===== src/rtl/core/msf_pkg.sv =====
`default_nettype none

package msf_pkg;

    // Widths of the item fields.
    localparam int CHAR_W    = 8;
    localparam int SEQ_OUT_W = 16;
    localparam int POS_OUT_W = 32;
    localparam int GAP_W     = 16;

    // Default sizes of the position and sequence counters.
    localparam int POS_BITS_DEF = 32;
    localparam int SEQ_BITS_DEF = 16;

    // Register port geometry: one 32-bit register at byte address 0.
    localparam int PADDR_W  = 3;
    localparam int PDATA_W  = 32;
    localparam int REG_SEL_W = PADDR_W - 2;
    localparam logic [REG_SEL_W-1:0] REG_GAP_THRESHOLD = '0;

    // Masked base characters.
    localparam logic [CHAR_W-1:0] CHAR_N_UP = 8'h4E;
    localparam logic [CHAR_W-1:0] CHAR_N_LO = 8'h6E;
    localparam logic [CHAR_W-1:0] CHAR_X_UP = 8'h58;
    localparam logic [CHAR_W-1:0] CHAR_X_LO = 8'h78;

    // Result handed from the scan stage to the output register.
    typedef struct packed {
        logic                 fire;
        logic [SEQ_OUT_W-1:0] sequence_number;
        logic [POS_OUT_W-1:0] stretch_start;
        logic [POS_OUT_W-1:0] stretch_end;
    } t_msf_res;

    function automatic logic is_masked(input logic [CHAR_W-1:0] c);
        return (c == CHAR_N_UP) || (c == CHAR_N_LO) ||
               (c == CHAR_X_UP) || (c == CHAR_X_LO);
    endfunction

endpackage

`default_nettype wire


===== src/rtl/core/msf_cfg.sv =====
`default_nettype none

module msf_cfg import msf_pkg::*; (
    input  wire logic               i_clk,
    input  wire logic               i_rst_n,
    input  wire logic               psel,
    input  wire logic               penable,
    input  wire logic               pwrite,
    input  wire logic [PADDR_W-1:0] paddr,
    input  wire logic [PDATA_W-1:0] pwdata,
    output logic      [PDATA_W-1:0] prdata,
    output logic                    pready,
    output logic      [GAP_W-1:0]   o_gap_threshold
);

    logic [GAP_W-1:0]     r_gap;
    logic [REG_SEL_W-1:0] reg_sel;
    logic                 wr_en;

    // Word select ignores the byte offset bits.
    assign reg_sel = paddr[PADDR_W-1:2];
    assign wr_en   = psel && penable && pwrite && (reg_sel == REG_GAP_THRESHOLD);
    assign pready  = 1'b1;

    // Gap threshold register.
    always_ff @(posedge i_clk) begin
        if (!i_rst_n) begin
            r_gap <= '0;
        end else if (wr_en) begin
            r_gap <= pwdata[GAP_W-1:0];
        end
    end

    // Read back.
    always_comb begin
        prdata = '0;
        if (reg_sel == REG_GAP_THRESHOLD) begin
            prdata = PDATA_W'(r_gap);
        end
    end

    assign o_gap_threshold = r_gap;

endmodule

`default_nettype wire


===== config.mk =====
export PLATFORM = sky130hd
export DESIGN_NAME = msf_cfg
export DESIGN_NICKNAME = d
export VERILOG_FILES = /design/src/rtl/core/msf_pkg.sv /design/src/rtl/core/msf_cfg.sv
export SDC_FILE = /design/constraint.sdc
export NUM_CORES = 1
export LEC_CHECK = 0
export BUFFER_PORTS_ARGS = -buffer_cell sky130_fd_sc_hd__buf_2
export CAP_MARGIN = 0
export CORE_MARGIN = 3
export CORE_UTILIZATION = 35
export CTS_BUF_LIST = sky130_fd_sc_hd__clkbuf_16
export CTS_CLUSTER_SIZE = 14
export DETAILED_ROUTE_END_ITERATION = 16
export PLACE_DENSITY = 0.78
export REMOVE_ABC_BUFFERS = 1
export SETUP_SLACK_MARGIN = 0.1
export SYNTH_ARGS = -nofsm -noshare
export SYNTH_HDL_FRONTEND = slang
export SYNTH_SLANG_ARGS = --single-unit

===== constraint.sdc =====
create_clock -name i_clk -period 1.2 [get_ports i_clk]
set_clock_uncertainty 0.05 [all_clocks]
set_input_delay 0.24 -clock i_clk [delete_from_list [all_inputs] [get_ports i_clk]]
set_output_delay 0.24 -clock i_clk [all_outputs]
set_load 0.02 [all_outputs]

# Word level (Yosys, flattened, before mapping)
# Cells that the tools add are included.
dict set report classes {
  muxes 1
  n_bitwise 1
  n_reduce_logical 3
}
# op n
set op_table {}
lappend op_table {{16-bit 2-to-1 mux} 1}
lappend op_table {{1-bit logical AND} 3}
lappend op_table {{1-bit NOT} 1}
dict set report totals {
  register_bits 16
  output_inout_bits 49
  word_cells 6
}

# Longest topological paths before layout
# Gate-level depths: netlist of the first run.
dict set report depth {
  ltp_word 3
  mapped_depth 4
  ltp_nobuf 2
}

# Worst setup path before layout of the first run
# OpenSTA, ideal clock, no wires.
dict set report synth_path {
  kind {reg-to-output}
  from {reg r_gap[10] (netlist: o_gap_threshold[10])}
  to {out prdata[10]}
  t_arrival_ns 0.805
  required_time_ns 0.910
  path_slack_ns 0.105
  path_stages_with_launch 2
  n_path_buf 0
  path_cell_list {dfxtp_1 -> nor2b_1}
}
dict set report synth_via {
  elab_chain_cells 1
}
# element line_no
set synth_lines {}
lappend synth_lines {{from (decl)} msf_cfg.sv:16} ;# logic [GAP_W-1:0] r_gap;
lappend synth_lines {{from (signal assigned)} msf_cfg.sv:30} ;# r_gap <= pwdata[GAP_W-1:0];
lappend synth_lines {{16-bit 2-to-1 mux} msf_cfg.sv:37} ;# if (reg_sel == REG_GAP_THRESHOLD) begin
lappend synth_lines {{to (decl)} msf_cfg.sv:11} ;# output logic [PDATA_W-1:0] prdata,
# No other way between the ends.

# Worst setup path after layout of the first run
dict set report layout_path {
  from {reg r_gap[0] (netlist: o_gap_threshold[0])}
  to {out prdata[0]}
}
# Same word-level chain as after synthesis.

==> results.md, run 1 <==
- Placed cells: 187
- CP Max Fanout: 3
- Crit path from: o_gap_threshold[0]$_SDFFE_PN0P_
- Total negative slack: 0 ns
- Met3 WL post-DR: 167 um
- DRC violations left: 0
- Cell Area, Placed: 1160 um^2
- Worst ir drop on vdd: 0.665 mV
- Mapped Cells: 106
- TritonCTS Sinks: 16
- Final Critical Period: 1.17 ns
- Max reg flops: 16
- Worst reg2reg setup slack: approximately 0.35 ns
- Final Max Slew Viols: 0
- Syn. warnings: 0
- Design area: about 1500 um^2
- CP arrival: 0.88 ns
- Leakage: roughly 0.75 nW
- Tot GR Track Use: 13.7%
- Number of H-tree levels: 1
- Share of post-route cells with drive strength above 1: 58.5%
- Full die area: 3240 um^2
- Die Y: 56.9 um
- RSZ-0062 raised after global routing: true
- Synth unique cells: 11
- Vias: between 800 and 900
- Pre-antenna DRT Iters: 4
- Worst Hold Launch: pwdata[7]
- Final wirelength: roughly 2400 um
- Fmax achieved: around 850 MHz
- Synth Register Bits: 16
- Clock tree buffer depth: 2
- Final antenna-violating net count: 0
- Number of CTS-inserted buffers: 3
- Site Rows: 17
- Initial Util: between 30% and 40%
- CP cell instances: and2b_2 > buf_6
- Dpl hpwl: around 1700 um
- Synth top area share: 35.3%
- M1 WL: between 800 and 900 um
- CTS tree: built
- Worst hold path class: in2reg
- Crit. End Element: output port
- Setup-failing EPs final: 0
- Clk slew on worst S/H paths: around 0.050 ns
- Crit-path slowest cell: dfxtp_2
- Core area: 2340 um^2
- Iter 0 DRT Violations: 18
- Root Buffer Master: clkbuf_16
- Die W: ~57 um
- IO Pins: 89
- Vias in the first global route: approximately 840
- Synth Cell Area: ~910 um^2
- CP max stage delay: 0.32 ns
- Top Metal Used: met4
- Yosys top cell by area: dfxtp_1
- Routability cong.: 0.672
- Number of max-cap violations: 0
- Mean Syn Cell Area: 8.56 um^2
- Fin crit share: between 90% and 100%
- Clock Latency Late Sink: 0.24 ns
- Top area cells in the synthesized netlist: dfxtp_1, mux2i_1, buf_4
- RR Startpoint: o_gap_threshold[14]$_SDFFE_PN0P_
- First-pass GRT wire length: 3640 um
- Crit start category: flop
- Final cell count without fillers: roughly 200
- Fin nets: 212
- Area delta synth->final: 65.4%
- Total grt overflow: 0
- CP required: 0.91 ns
- Register area share after synthesis: between 30% and 40%
- Largest net degree at the start of global routing: 21
- Routed vias/inst: 4.34
- I/O Buffers: 53
- WS Path Type: reg2out
- Final Hold Viols: 0
- Initial antenna violation count: 0
- # diodes: 0
- Wire length per cell: ~12 um
- Wire length on met2: 1320 um
- Power density cells: roughly 960 nW/um^2
- Status: complete, no violations
[where the power goes]
part,internal [mW],total [mW],switching (mW)
combinational,0.106,0.248,0.142
clock,0.441,0.632,0.191
sequential,0.547,0.555,0.00817
total,1.09,1.43,0.341
[cell usage after synthesis]
cell / instances
nor2b_1: 10
buf_6: 1
conb_1: 2
and2b_2: 6
buf_4: 17
buf_12: 1
clkbuf_1: 4
dfxtp_1: 16
nand2_1: 32
and4b_1: 1
mux2i_1: 16
[area by class of cell]
type / instances / area (um^2)
fill: 205 / 840
timing repair buffer: 69 / 537
multi-input combinational: 82 / 509
sequential: 16 / 340
clock buffer: 3 / 75.1
tap: 28 / 35.0
clock inverter: 1 / 3.75
[stage by stage]
stage                     util (%)  setup slack (ns)  total power [mW]  hold WS (ns)
after floorplan                  -            -0.127             0.670         0.332
after global placement        49.7          -0.00884             0.764         0.399
after detailed placement      49.7           -0.0282             0.770         0.409
after CTS                     59.0            0.0329              1.43         0.186
after global routing          64.1         0.0000856              1.50         0.190
final                         64.1            0.0295              1.43         0.184
[cells by family (layout without fill, tap and decap cells)]
logic type / after synthesis / after routing / synth area share (%)
flip-flops: 16 / 16 / 35.3
buffers and inverters: 23 / 73 / 19.2
other: 2 / 17 / 0.828
AND/OR/NAND/NOR: 49 / 49 / 27.0
multiplexers: 16 / 16 / 17.7
[what timing repair did]
| item | in CTS | in global routing |
|---|---|---|
| endpoints found under the setup margin | 16 | 20 |
| hold buffers | 0 | 0 |
| buffers inserted | 5 | 3 |
| gates cloned | 0 | 0 |
| gates resized for setup | 44 | 26 |
[worst paths after layout]
path                                      endpoint  cells after the start
setup / recovery                         prdata[0]                      2
hold / removal     o_gap_threshold[7]$_SDFFE_PN0P_                      3
setup reg to reg  o_gap_threshold[14]$_SDFFE_PN0P_                      4
hold reg to reg    o_gap_threshold[9]$_SDFFE_PN0P_                      2
[cells in the final DEF (no fill, tap or decap)]
cell type   n
dfxtp_2    16
conb_1     17
nand2_1    32
buf_12      1
clkbuf_16   3
buf_6      21
nor2b_2     1
and4b_1     1
buf_2      32
buf_8       1
and2b_2     6
mux2i_1    16
clkinv_1    1
buf_4      14
nor2b_4     5
nor2b_1     4
[critical path: cells and delay by family (launching register included)]
kind / cells / cell delay (ns)
buffers and inverters: 1 / 0.13
and+or+nand+nor: 1 / 0.19
DFF: 1 / 0.32
[per-layer routing]
| layer | global-route usage (%) | up-vias |
|---|---|---|
| met1 | 14.4 | 401 |
| li1 | - | 425 |
| met2 | 26.4 | 36 |
| met4 | 3.64 | 0 |
| met3 | 3.68 | 2 |
| met5 | 0 | - |
No activity file was read; power rests on OpenSTA's default activity.
==> run 2: changes to the inputs <==
- ABC_AREA: not set -> 1
- CELL_PAD_IN_SITES_DETAIL_PLACEMENT: not set -> 1
- CELL_PAD_IN_SITES_GLOBAL_PLACEMENT: not set -> 1
- CORE_UTILIZATION: 35 -> 24
- PLACE_DENSITY: 0.78 -> not set
- PLACE_DENSITY_LB_ADDON: not set -> 0.1
==> run 2 against run 1 <==
Net effect:
- combinational power grew 42%
- highest routed layer unchanged
- global-route usage is 1.9 points lower
- critical endpoint is now prdata[4]
- sequential share of layout area decreased by 1.8 points
- largest power group unchanged
- setup slack improved by 0.022 ns
==> results.md, run 2 <==
- Initial Util: 25.8% (was 38.8%)
- Mapped Cells: 161 (was 106)
- Cell Area, Placed: 1310 um^2 (was 1160 um^2)
- Commonest non-fill, non-tap cell in the layout: buf_2
- Final Max Slew Viols: 0 (unchanged)
- Iter 0 DRT Violations: 30 (was 18)
- Number of CTS-inserted buffers: 3 (unchanged)
- Initial antenna violation count: 0 (unchanged)
- Asr flop ratio synth: 0% (unchanged)
- Synth Register Bits: 16 (unchanged)
- Vias: 1124 (was 864)
- Total grt overflow: 0 (unchanged)
- Worst ir drop on vdd: 0.578 mV (was 0.665 mV)
- Site Rows: 23 (was 17)
- I/O Buffers: 53 (unchanged)
- Largest net degree at the start of global routing: 17 (was 21)
- Crit-path slowest cell: dfxtp_2 (unchanged)
- Design area: 1630 um^2 (was 1500 um^2)
- Worst Hold Launch: pwdata[6] (was pwdata[7])
- Number of max-cap violations: 0 (unchanged)
- Delay-heaviest family, CP: flip-flops (unchanged)
- Crit start category: flop (unchanged)
- Final Critical Period: 1.15 ns (was 1.17 ns)
- Tot GR Track Use: 11.9% (was 13.7%)
- Final wirelength: 3120 um (was 2370 um)
- Routed vias/inst: 4.07 (was 4.34)
- EDFF count, synth: 0 (unchanged)
- Register area share after synthesis: 30.0% (was 35.3%)
- CTS tree: built (unchanged)
- Adder-cell area share of the yosys netlist: 0% (unchanged)
- IO Pins: 89 (unchanged)
- Final antenna-violating net count: 0 (unchanged)
- First-pass GRT wire length: 4980 um (was 3640 um)
- Syn. warnings: 0 (unchanged)
- Main combinational cell family by area after synthesis: simple AND/OR/NAND/NOR gates (unchanged)
- Top area cells in the synthesized netlist: dfxtp_1, buf_4, nor2_2 (was dfxtp_1, mux2i_1, buf_4)
- Synth unique cells: 18 (was 11)
- WS Path Type: reg2out (unchanged)
- Root Buffer Master: clkbuf_16 (unchanged)
- Clock tree buffer depth: 2 (unchanged)
- Buffers & Inverters on Critical Path: 2 (was 1)
- Number of H-tree levels: 1 (unchanged)
- CP cell instances: inv_2 > nor2_2 > buf_4 (was and2b_2 > buf_6)
- Crit path from: o_gap_threshold[4]$_SDFFE_PN0P_ (was o_gap_threshold[0]$_SDFFE_PN0P_)
- Final hold slack: 0.265 ns (was 0.184 ns)
- Pre-antenna DRT Iters: 4 (unchanged)
- Wire length per cell: 11.3 um (was 11.9 um)
- DRC violations left: 0 (unchanged)
- Setup-failing EPs final: 0 (unchanged)
- Share of post-route cells with drive strength above 1: 63.3% (was 58.5%)
- Fmax achieved: 870 MHz (was 854 MHz)
- Synth top area share: 30.0% (was 35.3%)
- Clock Latency Late Sink: 0.24 ns (about the same)
- Final setup margin: 0.0510 ns (was 0.0295 ns)
- Most frequent cells in the layout: buf_2, nor2_2, buf_4 (was nand2_1, buf_2, buf_6)
- CP arrival: 0.86 ns (was 0.88 ns)
- Dpl hpwl: 2220 um (was 1720 um)
- Clk slew on worst S/H paths: 0.05 ns (about the same)
- Crit. End Element: output port (unchanged)
- TritonCTS Sinks: 16 (unchanged)
- Compound-Gate Fraction of Synth Area: 0% (unchanged)
- Total negative slack: 0 ns (unchanged)
- Post-layout util: 39.3% (was 64.1%)
- Power density cells: 953 nW/um^2 (was 956 nW/um^2)
- Fin crit share: 95.7% (was 97.5%)
- Full die area: 5290 um^2 (was 3240 um^2)
- Core area: 4140 um^2 (was 2340 um^2)
- RR Startpoint: o_gap_threshold[8]$_SDFFE_PN0P_ (was o_gap_threshold[14]$_SDFFE_PN0P_)
- Die W: 72.7 um (was 56.9 um)
- Area delta synth->final: 52.5% (was 65.4%)
- CP Max Fanout: 3 (unchanged)
- Synth Flop Type: dfxtp_1 (unchanged)
- Synth Cell Area: 1070 um^2 (was 907 um^2)
- Die Y: 72.7 um (was 56.9 um)
- Routability cong.: 0.652 (was 0.672)
- Multiplexer area fraction after synthesis: 0% (was 17.7%)
- Leakage: 0.881 nW (was 0.747 nW)
- CP max stage delay: 0.34 ns (was 0.32 ns)
- Status: complete, no violations (unchanged)
- RSZ-0062 raised after global routing: true (unchanged)
- Fin nets: 268 (was 212)
- Synth Area in Simple Gates: 39.2% (was 27.0%)
- Synth Area in XOR/XNOR: 0% (unchanged)
- Mean Syn Cell Area: 6.64 um^2 (was 8.56 um^2)
- # diodes: 0 (unchanged)
- Vias in the first global route: 1129 (was 836)
- Final Hold Viols: 0 (unchanged)
- CP required: 0.91 ns (about the same)
- Pre-CTS setup slack: 0.0546 ns (was -0.0282 ns)
- Yosys top cell by area: dfxtp_1 (unchanged)
- Max reg flops: 16 (unchanged)
- Worst hold path class: in2reg (unchanged)
- Ranking of synthesized cells by instance count: inv_1, nor2_1, nor2_2, buf_4 (was nand2_1, buf_4, dfxtp_1, mux2i_1, nor2b_1)
- Most frequent cell after synthesis: inv_1 (was nand2_1)
## run 2: changes by cell type after synthesis, moves of 6 or more
cell	delta
nor2_2	+20
mux2i_1	-16
nor2b_1	-10
nor2_1	+28
nand3_1	+16
and2b_2	-6
nand2_1	-16
inv_1	+33
## run 2: worst min-delay path: stages
cell and delay, ns:
buf_2 0.07, inv_1 0.03, nand3_1 0.06, nand2_1 0.06, nor2_2 0.06
## run 2: repair_timing
action | in CTS | in global routing
pin swaps | 3 | 14
setup endpoints to repair | 16 | 17
gates cloned | 0 | 0
resized for setup | 35 | 37
hold endpoints to repair | 0 | 0
hold buffers | 0 | 0
setup buffers | 10 | 4
## run 2: metal layers
metal	track usage [%]	wire length, um	vias to the layer above
met5	0	0	-
met4	4.92	46	0
met3	2.07	204	4
met2	21.5	1680	43
met1	13.5	1190	523
li1	-	-	554
## run 2: per-stage QoR
step / power (mW) / std cells
after CTS: 1.56 / 272
after global routing: 1.65 / 276
after global placement: 0.871 / 259
after floorplan: 0.757 / 152
final: 1.55 / 276
after detailed placement: 0.877 / 259
## run 2: layout make-up
type / count / area [um^2]
Tap cell: 50 / 62.6
Clock buffer: 3 / 75.1
Timing Repair Buffer: 71 / 493
Multi-Input combinational cell: 101 / 526
Fill cell: 559 / 2510
Inverter: 35 / 133
Sequential cell: 16 / 340
## run 2: report_power, final
part / internal [mW] / leakage [nW] / switching (mW)
logic: 0.131 / 0.706 / 0.220
clock network: 0.437 / 0.0370 / 0.194
registers: 0.555 / 0.137 / 0.0157
total: 1.12 / 0.881 / 0.429
## run 2: path summary, 6_finish.rpt
check / cells after the start / slack [ns] / end
setup reg to reg: 5 / 0.22 / o_gap_threshold[8]$_SDFFE_PN0P_
setup / recovery: 3 / 0.05 / prdata[4]
hold / removal: 5 / 0.26 / o_gap_threshold[6]$_SDFFE_PN0P_
hold reg to reg: 2 / 0.44 / o_gap_threshold[11]$_SDFFE_PN0P_
## run 2: logic make-up after synthesis
group / count (synthesis)
flops: 16
other cells: 2
simple gates: 84
buf+inv: 59
