--- config.mk ---
export PLATFORM = sky130hd
export DESIGN_NAME = msf_scan
export DESIGN_NICKNAME = d
export VERILOG_FILES = /design/src/rtl/core/msf_pkg.sv /design/src/rtl/core/msf_scan.sv
export SDC_FILE = /design/constraint.sdc
export NUM_CORES = 1
export LEC_CHECK = 0
export ABC_AREA = 1
export BUFFER_PORTS_ARGS = -buffer_cell sky130_fd_sc_hd__buf_2
export CORE_ASPECT_RATIO = 0.5
export CORE_UTILIZATION = 60
export DETAILED_ROUTE_END_ITERATION = 16
export GPL_ROUTABILITY_DRIVEN = 0
export GPL_TIMING_DRIVEN = 0
export HOLD_SLACK_MARGIN = 0.02
export PLACE_DENSITY = 0.8
export SLEW_MARGIN = 20
export SYNTH_ARGS = -nofsm -noshare
export SYNTH_HDL_FRONTEND = slang
export SYNTH_SLANG_ARGS = --single-unit
--- constraint.sdc ---
create_clock -name i_clk -period 7.6 [get_ports i_clk]
set_input_delay 0.38 -clock i_clk [delete_from_list [all_inputs] [get_ports i_clk]]
set_output_delay 0.38 -clock i_clk [all_outputs]
set_load 0.03 [all_outputs]
--- src/rtl/core/msf_pkg.sv ---
`default_nettype none

package msf_pkg;

    // Widths of the item fields.
    localparam int CHAR_W    = 8;
    localparam int SEQ_OUT_W = 16;
    localparam int POS_OUT_W = 32;
    localparam int GAP_W     = 16;

    // Default sizes of the position and sequence counters.
    localparam int POS_BITS_DEF = 32;
    localparam int SEQ_BITS_DEF = 16;

    // Register port geometry: one 32-bit register at byte address 0.
    localparam int PADDR_W  = 3;
    localparam int PDATA_W  = 32;
    localparam int REG_SEL_W = PADDR_W - 2;
    localparam logic [REG_SEL_W-1:0] REG_GAP_THRESHOLD = '0;

    // Masked base characters.
    localparam logic [CHAR_W-1:0] CHAR_N_UP = 8'h4E;
    localparam logic [CHAR_W-1:0] CHAR_N_LO = 8'h6E;
    localparam logic [CHAR_W-1:0] CHAR_X_UP = 8'h58;
    localparam logic [CHAR_W-1:0] CHAR_X_LO = 8'h78;

    // Result handed from the scan stage to the output register.
    typedef struct packed {
        logic                 fire;
        logic [SEQ_OUT_W-1:0] sequence_number;
        logic [POS_OUT_W-1:0] stretch_start;
        logic [POS_OUT_W-1:0] stretch_end;
    } t_msf_res;

    function automatic logic is_masked(input logic [CHAR_W-1:0] c);
        return (c == CHAR_N_UP) || (c == CHAR_N_LO) ||
               (c == CHAR_X_UP) || (c == CHAR_X_LO);
    endfunction

endpackage

`default_nettype wire

--- src/rtl/core/msf_scan.sv ---
`default_nettype none

module msf_scan import msf_pkg::*; #(
    parameter int POS_BITS = POS_BITS_DEF,
    parameter int SEQ_BITS = SEQ_BITS_DEF
) (
    input  wire logic              i_clk,
    input  wire logic              i_rst_n,
    input  wire logic [GAP_W-1:0]  i_gap_threshold,
    input  wire logic              i_valid,
    input  wire logic [CHAR_W-1:0] i_base_char,
    input  wire logic              i_last,
    input  wire logic              i_out_free,
    output logic                   o_ready,
    output t_msf_res               o_res
);

    localparam int CMP_W = POS_BITS + GAP_W;

    // Input register.
    logic              r_valid;
    logic [CHAR_W-1:0] r_char;
    logic              r_last;

    // Per-sequence state.
    logic [POS_BITS-1:0] r_pos, n_pos;
    logic [POS_BITS-1:0] r_run_begin, n_run_begin;
    logic [POS_BITS-1:0] r_last_end, n_last_end;
    logic [POS_BITS-1:0] r_total, n_total;
    logic [SEQ_BITS-1:0] r_seq;

    logic                consume;
    logic                gap_on;
    logic                masked;
    logic [POS_BITS-1:0] gap_dist;
    logic                gap_big;
    logic                gap_emit;
    logic                end_emit;

    assign consume = r_valid && i_out_free;
    assign o_ready = !r_valid || consume;

    // Capture incoming items.
    always_ff @(posedge i_clk) begin
        if (!i_rst_n) begin
            r_valid <= 1'b0;
        end else if (o_ready) begin
            r_valid <= i_valid;
        end
    end

    always_ff @(posedge i_clk) begin
        if (o_ready && i_valid) begin
            r_char <= i_base_char;
            r_last <= i_last;
        end
    end

    // Step logic for the item in the input register.
    always_comb begin
        gap_on   = (i_gap_threshold != '0);
        masked   = is_masked(r_char);
        gap_dist = r_pos - r_last_end;
        gap_big  = CMP_W'(gap_dist) > CMP_W'(i_gap_threshold);

        n_run_begin = r_run_begin;
        n_total     = r_total;
        n_last_end  = r_last_end;
        gap_emit    = 1'b0;

        if (gap_on && masked) begin
            if (r_total == '0) begin
                n_run_begin = r_pos;
            end
            if (r_total != '1) begin
                n_total = r_total + 1'b1;
            end
            n_last_end = r_pos + 1'b1;
        end else if (gap_on && gap_big) begin
            gap_emit = CMP_W'(r_total) > CMP_W'(i_gap_threshold);
            n_total  = '0;
        end

        end_emit = r_last && !gap_emit && gap_on &&
                   (CMP_W'(n_total) > CMP_W'(i_gap_threshold));
        n_pos    = r_pos + 1'b1;
    end

    // Result built from the updated stretch bounds.
    assign o_res.fire            = consume && (gap_emit || end_emit);
    assign o_res.sequence_number = SEQ_OUT_W'(r_seq);
    assign o_res.stretch_start   = POS_OUT_W'(POS_BITS'(n_run_begin + 1'b1));
    assign o_res.stretch_end     = POS_OUT_W'(n_last_end);

    // State update; the last character clears the sequence.
    always_ff @(posedge i_clk) begin
        if (!i_rst_n) begin
            r_pos       <= '0;
            r_run_begin <= '0;
            r_last_end  <= '0;
            r_total     <= '0;
            r_seq       <= '0;
        end else if (consume) begin
            if (r_last) begin
                r_pos       <= '0;
                r_run_begin <= '0;
                r_last_end  <= '0;
                r_total     <= '0;
                r_seq       <= r_seq + 1'b1;
            end else begin
                r_pos       <= n_pos;
                r_run_begin <= n_run_begin;
                r_last_end  <= n_last_end;
                r_total     <= n_total;
            end
        end
    end

endmodule

`default_nettype wire

* Word level (Yosys, flattened, before mapping)
Cells that the tools add are included.
Widths: inputs -> output; s select.
** Storage, ports and cells
- Bits in registers :: 154
- Word-level logic and storage cells :: 51
** Operators by class
- Add/sub/neg operators :: 5
- $lt $le $gt $ge :: 3
- Equality and inequality tests :: 5
- Mux-type cells :: 12
- Reductions and logical operators :: 18
** Operators with widths (count)
- $mux 32 :: 10
- $add 32x1->32 const B :: 3
- $gt 32x16->1 :: 3
- $eq 8x7->1 const B :: 4
- $logic_not 32->1 :: 1
- $ne 32x32->1 const B :: 1
- $sub 32x32->32 :: 1
- $add 16x1->16 const B :: 1
- $reduce_bool 16->1 :: 1
- $logic_and 1x1->1 :: 8
- $logic_or 1x1->1 :: 5
- $logic_not 1->1 :: 2
- $mux 1 :: 2
- $reduce_and 2->1 :: 1

* Longest topological paths before layout
Gate-level depths: netlist of the first run.
- Word-level depth :: 12
- Depth in mapped cells :: 43
- Gate-level depth less buffers :: 41

* Least setup slack after synthesis of the first run
OpenSTA, ideal clock, no wires.
- Kind :: reg2out
- Start :: reg r_pos[0]
- End :: out o_res[80] in the netlist's numbering
- Arrival :: 4.819 ns
- Setup slack :: 2.401 ns
- Cell stages (with the launch flop) :: 41
- Buffers on the path :: 2
- Path through :: dfxtp_1 -> inv_1 -> ha_1 -> fa_1 -> inv_1 -> nand3_1 -> nand3_1 -> nand3_1 -> nand3_1 -> xor2_1 -> ha_1 -> nand2_1 -> nor2_1 -> nand3_1 -> nor2_1 -> nand4_1 -> nand2_1 -> nand3_1 -> [... 5 more ...] -> buf_2 -> buf_2 -> nand3_1 -> o21ai_0 -> inv_1 -> ha_1 -> nor2_1 -> nor2_1 -> o21ai_0 -> a31o_2 -> a21oi_1 -> a21oi_1 -> nor2_1 -> nand2_1 -> nor2_1 -> nand3_1 -> nand2_1 -> a21oi_1
** RTL lines
- from (decl) :: RTL line msf_scan.sv:26 : logic [POS_BITS-1:0] r_pos, n_pos;
- from (signal assigned) :: RTL line msf_scan.sv:111 : r_pos <= n_pos;
- to (decl) :: RTL line msf_scan.sv:15 : output t_msf_res o_res

==> run metrics, run 1 <==
I/O pin total approximately 110; critical path's largest stage delay ~0.4 ns; Final Critical Period just under 7 ns; fin util 0.687; syn_nets 2220; Worst R2R Setup Slack 2.99 ns; placed cell count 2488; top cell type's share of synthesized area 0.228; initial antenna violation count 0; unrepaired setup endpoints after global routing no; n_diodes 0; CP startpoint kind register; multiplexer share of the synthesized area 0; slew margin rel. 0.422; largest family of logic cells by synthesized area simple AND/OR/NAND/NOR gates; CTS tree done; pre-CTS WS 1.33 ns; total track usage 0.367; Total Power about 1.8 mW; starting density of the core 0.615; grt ovf 0; Synth Register Bits 153; Fin Setup TNS 0 ns; period utilization 0.916; die height between 100 and 150 um; Yosys warning count 0; largest net degree at the start of global routing 17; Async S/R FF share, synth 0; CTS Buf Count 17; Slew @ Worst Pin 0.868 ns; Remaining DRCs 0; Syn Area/Cell between 6 and 7 sq um; # rows 37; R2R cell count 28; Synth Area in Compound Gates 0.131; DP Wirelength between 30 and 40 mm; Final ANT Viol Nets 0; Final Setup Violations 0; Clock Latency Late Sink approximately 0.46 ns; fin cells about 2.5k; number of synthesized flops with an enable pin 8; Synth area leaders dfxtp_1 (23%), nand2_1 (21%), inv_1 (9.2%), ha_1 (8.3%), a21oi_1 (7.3%); Post-Syn Area 12700 sq um; clk_skew about 0.012 ns; largest area contributor in the netlist dfxtp_1; Data required, critical path approximately 7.2 ns; R2R Path End r_total[2]; # hold bufs at CTS 0; Area Growth Syn to Fin 11.7%; clock sink count around 150; Worst setup EP type output pin; clock power share 0.491; Worst IR Drop VDD 0.139 mV; Sw Pwr between 0.4 and 0.5 mW; drt wl/cell approximately 16 um; Comb power frac 0.059; initial DRC count 1472; share of layout cells above drive strength 1 0.102; Hold/Removal Path Class input pin to register; run status finished clean; Main synth FF type dfxtp_1; PD cells between 100 and 150 nW/um^2; Final Hold Fails 0; most numerous cell in the Yosys netlist nand2_1; post-synthesis adder-cell area fraction 0.0841; Switching Share 0.254; DR pass1 iterations 7; Hold Crit Depth 1; min-delay src i_base_char[4]; area of placed instances 13600 sq um; CTS Root Buffer Type clkbuf_16; final worst slack around 0.64 ns; port bufs roughly 110; DR vias/cell about 5.5; Nets around 2.3k; htree depth 4; Flop pwr share 0.450; slowest cell on the critical path fa_1; Worst EP arrival 6.58 ns; Max Cap Viol 0; core area ~21000 sq um; via count roughly 14k; Internal approximately 1.4 mW; Crit path top cell by count nand3_1; Fin Hold WS roughly 0.10 ns; fin. max-slew vios 0; WHS Endpoint r_char[4]; drt total wl 39.3 mm; top cells by count, synth nand2_1 (715), inv_1 (312), a21oi_1 (186), dfxtp_1 (145), nor2_1 (139); fin area approximately 14000 sq um; post-cts sizing count 0; register area share after synthesis 0.247; Post-Synth Simple-Gate Area 0.373; cell family with most CP delay simple AND/OR/NAND/NOR gates; fmax 144 MHz; chip width approximately 210 um; Max Root-Sink Buffers 2; fillers about 1.9k; vias in the first global route about 13k; Synth Area in XOR/XNOR 0.0461; clock edge transition at the registers on the reported setup and hold paths roughly 0.070 ns; Netlist cell types 52; number of buffers and inverters on the critical path 6; die area 21800 sq um; first-pass GRT wire length about 64 mm; P_leak ~6.6 nW; Post-CTS Setup Inserts 0; Worst R2R Start r_pos[0]; CP Class register to output pin; worst-path fanout max 10; Syn Inst Count around 2.1k
[registers in the layout, indices dropped and copies added, names as in the netlist]
| signal | count |
|---|---|
| r_valid | 1 |
| r_pos | 32 |
| r_total | 32 |
| r_run_begin | 32 |
| r_last | 1 |
| r_seq | 16 |
| r_last_end | 32 |
| r_char | 7 |
[how the worst max path moves through the flow]
| stage | start | depth (start not counted) | endpoint | slack, ns |
|---|---|---|---|---|
| 2_1_floorplan | r_pos[0] | 40 | o_res[80] | 2.40 |
| 6_report | r_pos[0] | 41 | o_res[80] | 0.64 |
| 3_5_place_dp | r_pos[0] | 41 | o_res[80] | 1.33 |
| 4_1_cts | r_pos[0] | 41 | o_res[80] | 0.81 |
| 3_3_place_gp | r_pos[0] | 41 | o_res[80] | 1.32 |
| 5_1_grt | r_pos[0] | 41 | o_res[80] | 0.31 |
[cell type report]
| type | count | area [sq um] | area share |
|---|---|---|---|
| inverters | 319 | 1200 | 0.0842 |
| clock inverters | 12 | 138 | 0.00968 |
| multi-input cells | 1569 | 8090 | 0.569 |
| flip-flops and latches | 153 | 3140 | 0.221 |
| well taps | 273 | 342 | 0.0240 |
| plain buffers | 65 | 305 | 0.0215 |
| repair buffers | 109 | 546 | 0.0383 |
| clock buffers | 20 | 467 | 0.0328 |
[cell families after synthesis]
logic type,Yosys count
adder cells (fa/ha/maj),85
AND/OR/NAND/NOR,1110
flip-flops,153
buffers and inverters,384
XOR/XNOR,67
AO/OA/AOI/OAI,307
[cells in the final DEF (no fill, tap or decap), types with 15 or more instances in the layout]
cell	count
nand2_1	715
inv_1	312
a21oi_1	186
dfxtp_1	145
nor2_1	139
buf_2	116
nand3_1	106
ha_1	84
o21ai_0	74
xor2_1	52
nand4_1	44
clkbuf_1	44
nor3_1	40
or2_2	18
clkbuf_16	17
o21ai_2	16
xnor2_1	15
[layer usage]
layer  vias up  part of all wire  global-route usage
li1       6968                 -                   -
met3        64             0.097              0.0794
met1      6331              0.44               0.492
met4         0             0.019               0.117
met2       605              0.44               0.584
met5         -                 0                   0
[worst reg2reg max path, delay by kind of cell (launching register included)]
kind / cells / cell delay, ns
simple gates: 18 / 2.00
fa+ha+maj: 3 / 0.97
buf+inv: 4 / 0.82
flops: 1 / 0.37
compound gates: 2 / 0.29
xor+xnor: 1 / 0.10
[power groups by stage]
stage | Sequential, mW | Combinational [mW] | Clock (mW)
2_1_floorplan | 0.833 | 0.0605 | 0
3_3_place_gp | 0.832 | 0.101 | 0
3_5_place_dp | 0.832 | 0.102 | 0
4_1_cts | 0.814 | 0.103 | 0.894
5_1_grt | 0.814 | 0.115 | 0.917
6_report | 0.814 | 0.106 | 0.889
Power figures use the tool's default switching activity.
==> run 2: changes to the inputs <==
--- a/config.mk
+++ b/config.mk
@@ -8,12 +8,12 @@
 export ABC_AREA = 1
 export BUFFER_PORTS_ARGS = -buffer_cell sky130_fd_sc_hd__buf_2
 export CORE_ASPECT_RATIO = 0.5
-export CORE_UTILIZATION = 60
+export CORE_UTILIZATION = 40
 export DETAILED_ROUTE_END_ITERATION = 16
 export GPL_ROUTABILITY_DRIVEN = 0
 export GPL_TIMING_DRIVEN = 0
 export HOLD_SLACK_MARGIN = 0.02
-export PLACE_DENSITY = 0.8
+export PLACE_DENSITY = 0.57
 export SLEW_MARGIN = 20
 export SYNTH_ARGS = -nofsm -noshare
 export SYNTH_HDL_FRONTEND = slang
==> run 2 against run 1 <==
Against the previous run:
- sequential share of layout area down 0.25 points
- clock skew up 0.0040 ns
- routed wire length up 7.6%
- critical path depth unchanged
- count of clock-buffer cells in the layout down 2
- sequential cell count unchanged
==> run metrics, run 2 (synthesis gave the netlist of run 1 again) <==
clk_skew 0.0158 ns (+0.00397 ns); Switching Share 0.281 (+0.0273); Worst EP arrival 6.56 ns (-0.02 ns); Comb power frac 0.061 (+0.002); vias in the first global route 12.1k (-5.1%); Hold/Removal Path Class input pin to register; DR vias/cell 5.02 (-9.5%); clock edge transition at the registers on the reported setup and hold paths 0.08 ns (about the same); cell family with most CP delay simple AND/OR/NAND/NOR gates; port bufs 109 (unchanged); Internal 1.30 mW (-4.0%); slowest cell on the critical path dfxtp_1; clock power share 0.488 (-0.003); drt total wl 42.3 mm (+7.6%); largest net degree at the start of global routing 17 (unchanged); Flop pwr share 0.451 (about the same); critical path's largest stage delay 0.41 ns (about the same); n_diodes 0 (unchanged); CTS tree done; core area 30800 sq um (+49%); run status finished clean; Final ANT Viol Nets 0 (unchanged); total track usage 0.266 (-0.101); fin. max-slew vios 0 (unchanged); placed cell count 2638 (+6.0%); Final Hold Fails 0 (unchanged); Worst IR Drop VDD 0.193 mV (+39%); share of layout cells above drive strength 1 0.102 (-0.000445); CP startpoint kind register; area of placed instances 13800 sq um (+1.4%); starting density of the core 0.413 (-0.202); Final Setup Violations 0 (unchanged); slew margin rel. 0.401 (-0.0203); clock sink count 153 (unchanged); # rows 45 (+22%); # hold bufs at CTS 0 (unchanged); Crit path top cell by count nand3_1; Area Growth Syn to Fin 13.0%; grt ovf 0 (unchanged); Final Critical Period 6.94 ns (-0.0187 ns); Worst setup EP type output pin; Fin Hold WS 0.0814 ns (-0.0186 ns); drt wl/cell 15.9 um (+1.6%); pre-CTS WS 0.917 ns (-0.408 ns); commonest non-fill, non-tap cell in the layout nand2_1; die area 32600 sq um (+49%); fin cells 2670 (+6.0%); most frequent cells in the layout nand2_1 (715), inv_1 (311), a21oi_1 (186), dfxtp_1 (145), nor2_1 (139); number of buffers and inverters on the critical path 6 (unchanged); fmax 144 MHz (+0.27%); PD cells 125 nW/um^2 (-1.4%); CP Class register to output pin; Slew @ Worst Pin 0.898 ns (+0.0305 ns); Nets 2348 (unchanged); initial DRC count 954 (-35%); fin area 14400 sq um (+1.1%); worst-path fanout max 10 (unchanged); Max Root-Sink Buffers 2 (unchanged); I/O pin total 111 (unchanged); Data required, critical path 7.22 ns (about the same); period utilization 0.914 (-0.00246); via count 13.4k (-4.1%); die height 128 um (+22%); chip width 254 um (+22%); fin util 0.467 (-0.220); DR pass1 iterations 5 (-2); Sw Pwr 0.507 mW (+10%); final worst slack 0.657 ns (+0.0187 ns); CTS Buf Count 17 (unchanged); DP Wirelength 34.1 mm (+10%); Total Power 1.80 mW (-0.31%); initial antenna violation count 0 (unchanged); Max Cap Viol 0 (unchanged); P_leak 6.54 nW (-0.20%); htree depth 4 (unchanged); first-pass GRT wire length 66.6 mm (+4.4%); CTS Root Buffer Type clkbuf_16; Clock Latency Late Sink 0.47 ns (about the same); Fin Setup TNS 0 ns (unchanged); Remaining DRCs 0 (unchanged)
run 2: routing by layer:
layer	GRT usage	routed length, um
met5	0	0
met3	0.0406	2070
met1	0.380	21400
met2	0.418	18400
met4	0.0585	439
run 2: area by class of cell:
cell class / count / area (sq um)
Multi-Input combinational cell: 1569 / 8090
Buffer: 65 / 310
Clock buffer: 18 / 429
Fill cell: 3387 / 16400
Tap cell: 423 / 529
Timing Repair Buffer: 109 / 546
Sequential cell: 153 / 3140
Clock inverter: 14 / 139
Inverter: 319 / 1200
run 2: power groups by stage:
stage / Sequential (mW) / Clock [mW] / Combinational, mW
finish: 0.814 / 0.880 / 0.110
global route: 0.814 / 0.919 / 0.121
CTS: 0.814 / 0.891 / 0.109
detailed placement: 0.832 / 0 / 0.108
global placement: 0.832 / 0 / 0.108
floorplan: 0.833 / 0 / 0.0605
run 2: repair_timing:
item,in CTS,in global routing
buffers inserted,0,0
gates resized for setup,0,4
setup endpoints to repair,0,1
run 2: final timing paths:
| path | start | end | slack [ns] | depth (start not counted) |
|---|---|---|---|---|
| setup / recovery | r_pos[0] | o_res[80] | 0.66 | 41 |
| hold / removal | i_base_char[2] | r_char[2] | 0.08 | 1 |
| setup reg to reg | r_pos[0] | r_total[2] | 2.99 | 28 |
| hold reg to reg | r_seq[15] | r_seq[15] | 0.45 | 1 |
